--- config.mk ---
export PLATFORM = sky130hd
export DESIGN_NAME = stepper_microstep_sequencer
export DESIGN_NICKNAME = d
export VERILOG_FILES = /design/src/design/stm_pkg.sv /design/src/design/stepper_microstep_sequencer.sv
export SDC_FILE = /design/constraint.sdc
export NUM_CORES = 1
export LEC_CHECK = 0
export CORE_MARGIN = 5
export CORE_UTILIZATION = 55
export CTS_BUF_LIST = sky130_fd_sc_hd__clkbuf_8
export DETAILED_ROUTE_END_ITERATION = 12
export DONT_BUFFER_PORTS = 1
export PLACE_DENSITY = 0.7
export SETUP_SLACK_MARGIN = 0.05
export SKIP_CTS_REPAIR_TIMING = 1
export SLEW_MARGIN = 5
export SYNTH_ARGS = -nofsm -noshare
export SYNTH_HDL_FRONTEND = slang
export SYNTH_SLANG_ARGS = --single-unit
--- constraint.sdc ---
create_clock -name clk_i -period 9.9 [get_ports clk_i]
set_clock_uncertainty 0.1 [all_clocks]
set_input_delay 0 -clock clk_i [delete_from_list [all_inputs] [get_ports clk_i]]
set_output_delay 0 -clock clk_i [all_outputs]
set_load 0.02 [all_outputs]
--- src/design/stm_pkg.sv ---
package stm_pkg;

  localparam int unsigned FUNC_W  = 2;
  localparam int unsigned KIND_W  = 2;
  localparam int unsigned RATE_W  = 20;
  localparam int unsigned COUNT_W = 32;
  localparam int unsigned DELAY_W = 16;
  localparam int unsigned DUTY_W  = 6;
  localparam int unsigned PHASE_W = 6;

  // One second in microsecond ticks, the dividend of the delay division
  localparam logic [RATE_W-1:0] UsecPerSec = 20'd1000000;

  typedef enum logic [FUNC_W-1:0] {
    FUNC_START = 2'd0,
    FUNC_TICK  = 2'd1,
    FUNC_STOP  = 2'd2,
    FUNC_NONE  = 2'd3
  } func_e;

  typedef enum logic [KIND_W-1:0] {
    KIND_STEP      = 2'd0,
    KIND_STOPPED   = 2'd1,
    KIND_BUSY      = 2'd2,
    KIND_ZERO_RATE = 2'd3
  } kind_e;

  // Quarter-cosine duty curve over 64 positions; the four coil pins read it
  // at offsets 0, 32, 48 and 16. Shorter tables take every 2nd or 4th entry.
  localparam logic [DUTY_W-1:0] CURVE [64] = '{
    6'd50, 6'd50, 6'd50, 6'd50, 6'd50, 6'd50, 6'd50, 6'd50,
    6'd50, 6'd50, 6'd50, 6'd50, 6'd50, 6'd50, 6'd50, 6'd50,
    6'd50, 6'd45, 6'd40, 6'd36, 6'd31, 6'd27, 6'd22, 6'd19,
    6'd15, 6'd12, 6'd9,  6'd6,  6'd4,  6'd2,  6'd1,  6'd0,
    6'd0,  6'd0,  6'd1,  6'd2,  6'd4,  6'd6,  6'd9,  6'd12,
    6'd15, 6'd19, 6'd22, 6'd27, 6'd31, 6'd36, 6'd40, 6'd45,
    6'd50, 6'd50, 6'd50, 6'd50, 6'd50, 6'd50, 6'd50, 6'd50,
    6'd50, 6'd50, 6'd50, 6'd50, 6'd50, 6'd50, 6'd50, 6'd50
  };

  localparam logic [PHASE_W-1:0] OFS_COS1 = 6'd0;
  localparam logic [PHASE_W-1:0] OFS_COS2 = 6'd32;
  localparam logic [PHASE_W-1:0] OFS_SIN1 = 6'd48;
  localparam logic [PHASE_W-1:0] OFS_SIN2 = 6'd16;

endpackage

--- src/design/stepper_microstep_sequencer.sv ---
// Microstep sequencer for a two-coil stepper. A start transfer with a
// nonzero rate and count runs a restoring divider for 1000000/rate, one
// quotient bit per cycle; its last step loads the first microstep result.
// Other transfers (tick, stop, rejected or empty start, unknown code) skip
// the divider. Each microstep result holds four duties from a 64-entry
// quarter cosine curve at the running phase; further microsteps follow on
// tick transfers once the delay count runs out. One output register holds
// the result; the input stalls while the divider runs or while that
// register is full and stalled.
module stepper_microstep_sequencer #(
  parameter int unsigned MICROSTEPS = 16
) (
  input  logic                          clk_i,
  input  logic                          rst_ni,
  input  logic                          cfg_we_i,
  input  logic                          cfg_wdata_i,
  input  logic                          in_valid_i,
  output logic                          in_stall_o,
  input  logic [stm_pkg::FUNC_W-1:0]    func_i,
  input  logic [stm_pkg::RATE_W-1:0]    rate_pps_i,
  input  logic [stm_pkg::COUNT_W-1:0]   step_count_i,
  input  logic                          direction_i,
  output logic                          out_valid_o,
  input  logic                          out_stall_i,
  output logic [stm_pkg::KIND_W-1:0]    kind_o,
  output logic [stm_pkg::DUTY_W-1:0]    duty_a1_o,
  output logic [stm_pkg::DUTY_W-1:0]    duty_a2_o,
  output logic [stm_pkg::DUTY_W-1:0]    duty_b1_o,
  output logic [stm_pkg::DUTY_W-1:0]    duty_b2_o,
  output logic [stm_pkg::PHASE_W-1:0]   table_phase_o,
  output logic                          last_o
);
  import stm_pkg::*;

  localparam int unsigned TabLen   = (MICROSTEPS < 8) ? 16 : ((MICROSTEPS < 16) ? 32 : 64);
  localparam int unsigned PosW     = $clog2(TabLen);
  localparam int unsigned TabShift = PHASE_W - PosW;
  localparam int unsigned CntW     = $clog2(RATE_W);

  typedef enum logic [1:0] {
    ST_IDLE = 2'b01,
    ST_DIV  = 2'b10
  } state_e;

  state_e               state_q, state_d;
  logic                 mount_q;
  logic [PosW-1:0]      phase_q, phase_d;
  logic                 running_q, running_d;
  logic [COUNT_W-1:0]   steps_left_q, steps_left_d;
  logic [DELAY_W-1:0]   reload_q, reload_d;
  logic [DELAY_W-1:0]   delay_left_q, delay_left_d;
  logic                 swap_q, swap_d;

  logic [RATE_W-1:0]    divisor_q, divisor_d;
  logic [RATE_W-1:0]    rem_q, rem_d;
  logic [RATE_W-1:0]    quo_q, quo_d;
  logic [CntW-1:0]      cnt_q, cnt_d;
  logic [RATE_W:0]      trial;
  logic                 qbit;

  logic                 out_valid_q, out_valid_d;
  kind_e                kind_q;
  logic [DUTY_W-1:0]    duty_a1_q, duty_a2_q, duty_b1_q, duty_b2_q;
  logic [PHASE_W-1:0]   phase_out_q;
  logic                 last_q;

  logic                 in_accept;
  logic                 res_load;
  logic                 do_step;
  kind_e                res_kind;
  logic [DELAY_W-1:0]   step_reload;

  logic [PHASE_W-1:0]   base_idx;
  logic [DUTY_W-1:0]    cos1, cos2, sin1, sin2;

  assign in_stall_o = (state_q == ST_DIV) || (out_valid_q && out_stall_i);
  assign in_accept  = in_valid_i && !in_stall_o;

  // Restoring divider: shift in one dividend bit, subtract when it fits
  assign trial = {rem_q, quo_q[RATE_W-1]};
  assign qbit  = (trial >= {1'b0, divisor_q});

  assign base_idx = PHASE_W'(phase_q) << TabShift;
  assign cos1 = CURVE[base_idx + OFS_COS1];
  assign cos2 = CURVE[base_idx + OFS_COS2];
  assign sin1 = CURVE[base_idx + OFS_SIN1];
  assign sin2 = CURVE[base_idx + OFS_SIN2];

  always_comb begin
    state_d      = state_q;
    phase_d      = phase_q;
    running_d    = running_q;
    steps_left_d = steps_left_q;
    reload_d     = reload_q;
    delay_left_d = delay_left_q;
    swap_d       = swap_q;
    divisor_d    = divisor_q;
    rem_d        = rem_q;
    quo_d        = quo_q;
    cnt_d        = cnt_q;
    out_valid_d  = out_valid_q && out_stall_i;
    res_load     = 1'b0;
    res_kind     = KIND_STEP;
    do_step      = 1'b0;
    step_reload  = reload_q;

    case (state_q)
      ST_IDLE: begin
        if (in_accept) begin
          case (func_e'(func_i))
            FUNC_START: begin
              if (running_q) begin
                res_load = 1'b1;
                res_kind = KIND_BUSY;
              end else if (rate_pps_i == '0) begin
                res_load = 1'b1;
                res_kind = KIND_ZERO_RATE;
              end else if (step_count_i != '0) begin
                steps_left_d = step_count_i;
                swap_d       = direction_i ^ mount_q;
                divisor_d    = rate_pps_i;
                rem_d        = '0;
                quo_d        = UsecPerSec;
                cnt_d        = '0;
                state_d      = ST_DIV;
              end
            end
            FUNC_TICK: begin
              if (running_q) begin
                if (delay_left_q > DELAY_W'(1)) begin
                  delay_left_d = delay_left_q - DELAY_W'(1);
                end else begin
                  delay_left_d = '0;
                  if (steps_left_q == '0) begin
                    running_d = 1'b0;
                  end else begin
                    do_step = 1'b1;
                  end
                end
              end
            end
            FUNC_STOP: begin
              running_d    = 1'b0;
              steps_left_d = '0;
              delay_left_d = '0;
              res_load     = 1'b1;
              res_kind     = KIND_STOPPED;
            end
            default: ;
          endcase
        end
      end
      ST_DIV: begin
        rem_d = qbit ? RATE_W'(trial - {1'b0, divisor_q}) : trial[RATE_W-1:0];
        quo_d = {quo_q[RATE_W-2:0], qbit};
        cnt_d = cnt_q + CntW'(1);
        if (cnt_q == CntW'(RATE_W - 1)) begin
          // Saturate the quotient to the delay width and emit the first microstep
          step_reload = (|quo_d[RATE_W-1:DELAY_W]) ? '1 : quo_d[DELAY_W-1:0];
          reload_d    = step_reload;
          running_d   = 1'b1;
          do_step     = 1'b1;
          state_d     = ST_IDLE;
        end
      end
      default: state_d = ST_IDLE;
    endcase

    if (do_step) begin
      res_load     = 1'b1;
      res_kind     = KIND_STEP;
      steps_left_d = steps_left_q - COUNT_W'(1);
      phase_d      = phase_q + PosW'(1);
      delay_left_d = step_reload;
    end
    if (res_load) begin
      out_valid_d = 1'b1;
    end
  end

  always_ff @(posedge clk_i or negedge rst_ni) begin
    if (!rst_ni) begin
      state_q      <= ST_IDLE;
      mount_q      <= 1'b0;
      phase_q      <= '0;
      running_q    <= 1'b0;
      steps_left_q <= '0;
      reload_q     <= '0;
      delay_left_q <= '0;
      swap_q       <= 1'b0;
      out_valid_q  <= 1'b0;
      cnt_q        <= '0;
    end else begin
      state_q      <= state_d;
      if (cfg_we_i) begin
        mount_q <= cfg_wdata_i;
      end
      phase_q      <= phase_d;
      running_q    <= running_d;
      steps_left_q <= steps_left_d;
      reload_q     <= reload_d;
      delay_left_q <= delay_left_d;
      swap_q       <= swap_d;
      out_valid_q  <= out_valid_d;
      cnt_q        <= cnt_d;
    end
  end

  always_ff @(posedge clk_i) begin
    divisor_q <= divisor_d;
    rem_q     <= rem_d;
    quo_q     <= quo_d;
    if (res_load) begin
      kind_q      <= res_kind;
      phase_out_q <= PHASE_W'(phase_q);
      last_q      <= do_step && (steps_left_q == COUNT_W'(1));
      if (do_step) begin
        duty_a1_q <= swap_q ? sin1 : cos1;
        duty_a2_q <= swap_q ? sin2 : cos2;
        duty_b1_q <= swap_q ? cos1 : sin1;
        duty_b2_q <= swap_q ? cos2 : sin2;
      end else begin
        duty_a1_q <= '0;
        duty_a2_q <= '0;
        duty_b1_q <= '0;
        duty_b2_q <= '0;
      end
    end
  end

  assign out_valid_o   = out_valid_q;
  assign kind_o        = kind_q;
  assign duty_a1_o     = duty_a1_q;
  assign duty_a2_o     = duty_a2_q;
  assign duty_b1_o     = duty_b1_q;
  assign duty_b2_o     = duty_b2_q;
  assign table_phase_o = phase_out_q;
  assign last_o        = last_q;

  // The divider never finishes into a full output register
  assert property (@(posedge clk_i) disable iff (!rst_ni)
    (state_q == ST_DIV && cnt_q == CntW'(RATE_W - 1)) |-> !out_valid_q)
    else $error("divider finished while a result was pending");

  // No transfer is taken while the divider runs
  assert property (@(posedge clk_i) disable iff (!rst_ni)
    (state_q == ST_DIV && cnt_q != CntW'(RATE_W - 1)) |=>
      (state_q == ST_DIV && $stable(steps_left_q)))
    else $error("steps changed during division");

  // An idle sequencer holds no pending steps or delay
  assert property (@(posedge clk_i) disable iff (!rst_ni)
    (state_q == ST_IDLE && !running_q) |-> (steps_left_q == '0 && delay_left_q == '0))
    else $error("idle with pending steps or delay");

  // A final microstep leaves no steps behind
  assert property (@(posedge clk_i) disable iff (!rst_ni)
    (out_valid_q && kind_q == KIND_STEP && last_q) |-> (steps_left_q == '0))
    else $error("last microstep with steps left");

  // Rejections and stops carry zero duties
  assert property (@(posedge clk_i) disable iff (!rst_ni)
    (out_valid_q && kind_q != KIND_STEP) |->
      (duty_a1_q == '0 && duty_b1_q == '0 && !last_q))
    else $error("nonzero duty on a non-step result");

endmodule

Word level (Yosys, flattened, before mapping)
Memories as Yosys holds them, arrays and structs flattened.
Cells that the tools add are included.
Widths: inputs -> output; s select.
{ "totals": {"reg_bits": 174, "rom_bits": 1536, "inputBits": 61, "out_inout_bits": 35, "memories": 4} }
{ "memory_table": {"columns": ["memory", "words", "width", "read_ports", "rd_ports_with_merged_regs", "wr", "line", "source"], "rows": [
  ["(no name shown)", 64, 6, 1, 0, 0, "stepper_microstep_sequencer.sv:87", "assign sin2 = CURVE[base_idx + OFS_SIN2];"],
  ["(no name shown)", 64, 6, 1, 0, 0, "stepper_microstep_sequencer.sv:86", "assign sin1 = CURVE[base_idx + OFS_SIN1];"],
  ["(no name shown)", 64, 6, 1, 0, 0, "stepper_microstep_sequencer.sv:85", "assign cos2 = CURVE[base_idx + OFS_COS2];"],
  ["(no name shown)", 64, 6, 1, 0, 0, "stepper_microstep_sequencer.sv:84", "assign cos1 = CURVE[base_idx + OFS_COS1];"]
]} }
{ "classes": {"n_addsub": 8, "magnitude_cmp": 6, "n_eq_ne": 17, "n_mux": 77, "n_bitwise": 9, "reduce_logical": 22} }
{ "ops": {"columns": ["op", "n"], "rows": [
  ["$mux 20", 11],
  ["$mux 32", 6],
  ["$mux 16", 8],
  ["$pmux 20 s2", 2],
  ["$mux 6", 12],
  ["$pmux 32 s2", 1],
  ["$eq 32x1->1 const B", 1],
  ["$logic_not 32->1", 1],
  ["$pmux 16 s2", 1],
  ["$reduce_bool 32->1", 1],
  ["$sub 32x1->32 const B", 1],
  ["$ge 7x7->1 const B", 4],
  ["$not 6->7", 4],
  ["$mux 5", 5],
  ["$reduce_and 6->1", 4],
  ["$ge 21x20->1", 1],
  ["$logic_not 20->1", 1],
  ["$sub 20x20->20", 1],
  ["$gt 16x1->1 const B", 1],
  ["$mux 1", 16],
  ["$mux 2", 8],
  ["$sub 16x1->16 const B", 1],
  ["$add 6x6->6 const B", 2],
  ["$ne 3x3->1 const B", 4],
  ["other kinds (23)", 42]
]} }

Logic depth before layout (Yosys ltp)
{ "depth": {"depth_word": 9, "depth_mapped": 13, "depth_no_buf": 10} }

Worst setup path before layout
No wires, ideal clock.
{ "synth_path": {"path_type": "register to register", "startpoint": "reg state_q[0]", "endpoint": "reg duty_a1_q[0], in the netlist duty_a1_o[0], enable pin", "setup_ns": 0.391, "arrival_time_ns": 3.305, "setup_slack_ns": 6.104, "stages_incl_launch_ff": 12, "path_buffers": 2, "cell_sequence": "dfstp_2 -> inv_1 -> ha_1 -> clkbuf_1 -> a21oi_1 -> inv_1 -> or4_1 -> nor4_2 -> o41a_1 -> nor2_4 -> buf_2 -> nand2_1"} }
{ "synth_via": {"elab_chain_cells": 7} }
{ "synth_rtl": {"columns": ["element", "line", "source"], "rows": [
  ["start: declaration", "stepper_microstep_sequencer.sv:45", "state_e state_q, state_d;"],
  ["start signal: assignment", "stepper_microstep_sequencer.sv:194", "state_q <= state_d;"],
  ["$eq 2x2->1 *", "stepper_microstep_sequencer.sv:76", "assign in_stall_o = (state_q == ST_DIV) || (out_valid_q && out_stall_i);"],
  ["$logic_or 1x1->1 *", "stepper_microstep_sequencer.sv:76", null],
  ["via in_stall_o", "stepper_microstep_sequencer.sv:18", "output logic in_stall_o,"],
  ["$logic_not 1->1 *", "stepper_microstep_sequencer.sv:77", "assign in_accept = in_valid_i && !in_stall_o;"],
  ["$logic_and 1x1->1 *", "stepper_microstep_sequencer.sv:77", null],
  ["$mux 1", "stepper_microstep_sequencer.sv:109", "if (in_accept) begin"],
  ["$pmux 1 s2 / $mux 1 (equally long branches)", "stepper_microstep_sequencer.sv:107", "case (state_q)"],
  ["$mux 1 *", "stepper_microstep_sequencer.sv:169", "if (do_step) begin"],
  ["via res_load", "stepper_microstep_sequencer.sv:68", "logic res_load;"],
  ["end signal: assignment", "stepper_microstep_sequencer.sv:218", "duty_a1_q <= swap_q ? sin1 : cos1;"],
  ["end: declaration", "stepper_microstep_sequencer.sv:63", "logic [DUTY_W-1:0] duty_a1_q, duty_a2_q, duty_b1_q, duty_b2_q;"]
]} }
Mark *: on every way through the listed nets, which the timed path passes. The rest lies on a longest branch.
A chain may end at the register's enable or synchronous reset.

Final worst setup path
{ "layout_path": {"startpoint": "reg state_q[0]", "endpoint": "reg steps_left_q[9]"} }
{ "layout_via": {"elab_chain_cells": 8} }
{ "layout_rtl": {"columns": ["element", "line", "source"], "rows": [
  ["$eq 2x2->1", "stepper_microstep_sequencer.sv:76, stepper_microstep_sequencer.sv:107", null],
  ["$logic_or 1x1->1", "stepper_microstep_sequencer.sv:76", null],
  ["$logic_not 1->1", "stepper_microstep_sequencer.sv:77", null],
  ["$logic_and 1x1->1", "stepper_microstep_sequencer.sv:77", null],
  ["$mux 1", "stepper_microstep_sequencer.sv:109", null],
  ["$pmux 1 s2", "stepper_microstep_sequencer.sv:107", null],
  ["$ne 3x3->1 (no line), or another cell as far along", null, null],
  ["$reduce_and 6->1 (no line)", null, null],
  ["end signal: assignment", "stepper_microstep_sequencer.sv:200", "steps_left_q <= steps_left_d;"],
  ["end: declaration", "stepper_microstep_sequencer.sv:49", "logic [COUNT_W-1:0] steps_left_q, steps_left_d;"]
]} }
Parallel ways exist; a longest one is shown, timed or not.

==> impl_metrics.py <==
metrics = {
    "clock_tree": {
        "cts_max_level": 4,
        "cts_tree": "built",
        "cts.sinks": 174,
        "clock_latency_ns": 0.47,
        "cts_made_buffers": 17,
        "clk_pin_slew_worst_paths_ns": 0.10,
        "clock_tree.root_cell": "clkbuf_8",
        "clockBufferDepth": 2,
    },
    "die": {
        "die_w_um": 145,
        "fp.dieArea_um2": 21100,
        "initial_core_util": 0.560,
        "core_um2": 18000,
        "io_pins": 96,
        "die_y_um": 145,
        "rows": 49,
    },
    "critical_path": {
        "r2r_cells": 8,
        "crit_path_end": "steps_left_q[9]",
        "cp-start-kind": "flip-flop",
        "r2r_slack_ns": 5.25,
        "r2r_end": "steps_left_q[9]",
        "worstSetupPathType": "reg -> reg",
        "crit_start": "state_q[0]",
        "r2r-start": "state_q[0]",
        "crit_arrival_ns": 4.91,
        "end_kind": "flip-flop",
        "required_ns": 10.16,
        "worstPathMaxFanout": 27,
    },
    "logic_synthesis": {
        "post_synth_num_cell_types": 73,
        "synth-seq-cells": 174,
        "syn_avg_cell_area_um2": 9.82,
        "synth_edf_count": 93,
        "ys_warn_count": 0,
        "synth_area_leader_cell": "edfxtp_1",
        "synth_nets": 1121,
        "synth_area_um2": 10100,
        "synthArstFlopShare": 0.466,
        "post-synth-top-area-fraction": 0.278,
        "synth_seq_area_share": 0.479,
        "ys_top_cells_by_area": "edfxtp_1 28%, dfrtp_1 20%, ha_1 4.2%",
        "syn_inst": 1025,
        "ys.flop_type": "edfxtp_1",
    },
    "global_routing": {
        "grt_pass1_wl_mm": 39.1,
        "grt_antenna_before_repair": 0,
        "grt_pass1_vias": 7494,
        "grt_overflow": 0,
        "grt_max_degree": 82,
        "grt_use_total": 0.223,
    },
    "sta": {
        "setup_viol": 0,
        "grt_setup_unrepaired": "no",
        "fmaxAchievable_mhz": 215,
        "maxSlewViolCount": 0,
        "hold_viol_final": 19,
        "finalCritPeriodShare": 0.470,
        "slew_headroom": 0.265,
        "whs_ns": -0.0445,
        "fin_tns_setup_ns": 0,
        "min_period_ns": 4.65,
        "tightest_slew_ns": 1.10,
    },
    "placed_design": {
        "dp_cells": 1214,
        "hpwl_mm": 16.6,
        "port_buffers": 0,
        "gp_congestion": 0.853,
    },
    "job": {
        "max_cap_violations": 0,
    },
    "routing": {
        "routed_wl_mm": 25.3,
        "drt_iter0_drc": 773,
        "vias": 8377,
        "antenna_left": 0,
        "drt_pass1_iterations": 5,
        "drc_errors": 0,
        "vias_per_cell": 6.32,
        "wl_per_cell_um": 19.1,
    },
    "final_layout": {
        "n_antenna_cell": 0,
        "synthToLayoutAreaGrowth_pct": 13.5,
        "drive_above_1_share": 0.0738,
        "fin_nets": 1180,
        "final_cells": 1326,
    },
    "pwr": {
        "design_power_total_mw": 2.80,
        "power_density_nw_per_um2": 245,
        "ir_drop_mv": 0.120,
        "p_leak_nw": 4.34,
    },
    "outcome": {
        "status": "finished, violations left",
        "violations": "hold timing",
    },
    "hold_path": {
        "hp-class": "in -> async",
    },
}
## stage by stage
| stage | cell area, µm² | worst slack, ns | utilization | hold WS, ns |
|---|---|---|---|---|
| after global placement | 10200 | 5.78 | 0.570 | -0.393 |
| after CTS | 10600 | 5.65 | 0.590 | -0.905 |
| final | 11400 | 5.25 | 0.636 | -0.0445 |
| after detailed placement | 10200 | 5.67 | 0.570 | -0.393 |
| after global routing | 11400 | 4.81 | 0.636 | 0.00334 |
| after floorplan | 10100 | 6.10 | - | -0.396 |
## final cells by class
| cell class | count | area (µm²) |
|---|---|---|
| clock buffer | 18 | 248 |
| clock inverter | 14 | 118 |
| fill | 1494 | 6550 |
| inverter | 55 | 206 |
| multi-input combinational | 744 | 4830 |
| sequential | 174 | 4820 |
| tap | 229 | 287 |
| timing repair buffer | 92 | 908 |
## worst max-delay path, stage by stage, from the launching register on
cell and delay (ns):
dfstp_2 0.38, inv_1 0.05, ha_1 0.72, clkinv_1 0.95, nor3_1 0.76, o21ai_1 0.43, o311ai_0 0.43, o211ai_1 0.13
dlygate4sd3_1 0.59
## layout by cell type (no fill, tap or decap), types with 10 or more instances in the layout
cell           count
o311ai_0          15
nand2_1           81
mux2_2            11
o211ai_1          16
edfxtp_1          93
nor4_1            20
and3_1            10
nor2_1            81
and2_1            15
nand3_1           43
dfrtp_1           80
nor2b_1           10
or3_1             17
nor3_1            34
buf_4             12
clkbuf_8          18
nand2b_1          16
a22oi_1           11
o21ai_0           57
mux2i_1           18
or2_2             14
ha_1              34
o22a_1            14
a21oi_1           60
a21o_1            15
dlygate4sd3_1     79
o21a_1            12
inv_1             55
a221o_1           16
## cell usage after synthesis (all sizes together) (12+ instances only)
master,count
a21o,15
a21oi,60
a221o,16
and2,16
buf,15
clkbuf,37
dfrtp,80
edfxtp,93
ha,34
inv,53
mux2,12
mux2i,18
nand2,82
nand2b,16
nand3,43
nor2,82
nor3,34
nor4,22
o211ai,16
o21a,12
o21ai,60
o22a,14
o311ai,15
or2,15
or3,17
## registers in the layout (all words and copies together), names as in the netlist, 16 cells and up
register / count
quo_q: 20
rem_q: 20
reload_q: 16
divisor_q: 20
steps_left_q: 32
delay_left_q: 16
## worst min-delay path by stage
stage	slack (ns)	endpoint	start
final	-0.04	steps_left_q[23]	rst_ni
after floorplan	-0.40	base_idx[0]	rst_ni
after CTS	-0.91	steps_left_q[17]	rst_ni
after global placement	-0.39	swap_q	rst_ni
after detailed placement	-0.39	swap_q	rst_ni
after global routing	0.003	kind_o[0]	rate_pps_i[12]
## kinds of logic after synthesis
kind of cell,share of synthesized area
AND/OR/NAND/NOR,0.188
adder cells (fa/ha/maj),0.0453
flip-flops,0.479
buffers and inverters,0.0425
AO/OA/AOI/OAI,0.201
XOR/XNOR,0.0122
multiplexers,0.0317
## per-layer routing
layer  track usage  part of all wire
met5             0                 0
met4        0.0728             0.022
met3        0.0424             0.052
met2         0.337              0.47
met1         0.328              0.46
## where the power goes
| group | switching (mW) | leakage [nW] | internal (mW) | total, mW |
|---|---|---|---|---|
| Combinational | 0.702 | 2.32 | 0.455 | 1.16 |
| Clock | 0.268 | 0.187 | 0.205 | 0.473 |
| Sequential | 0.165 | 1.83 | 1.00 | 1.17 |
No activity file was read; power rests on OpenSTA's default activity.
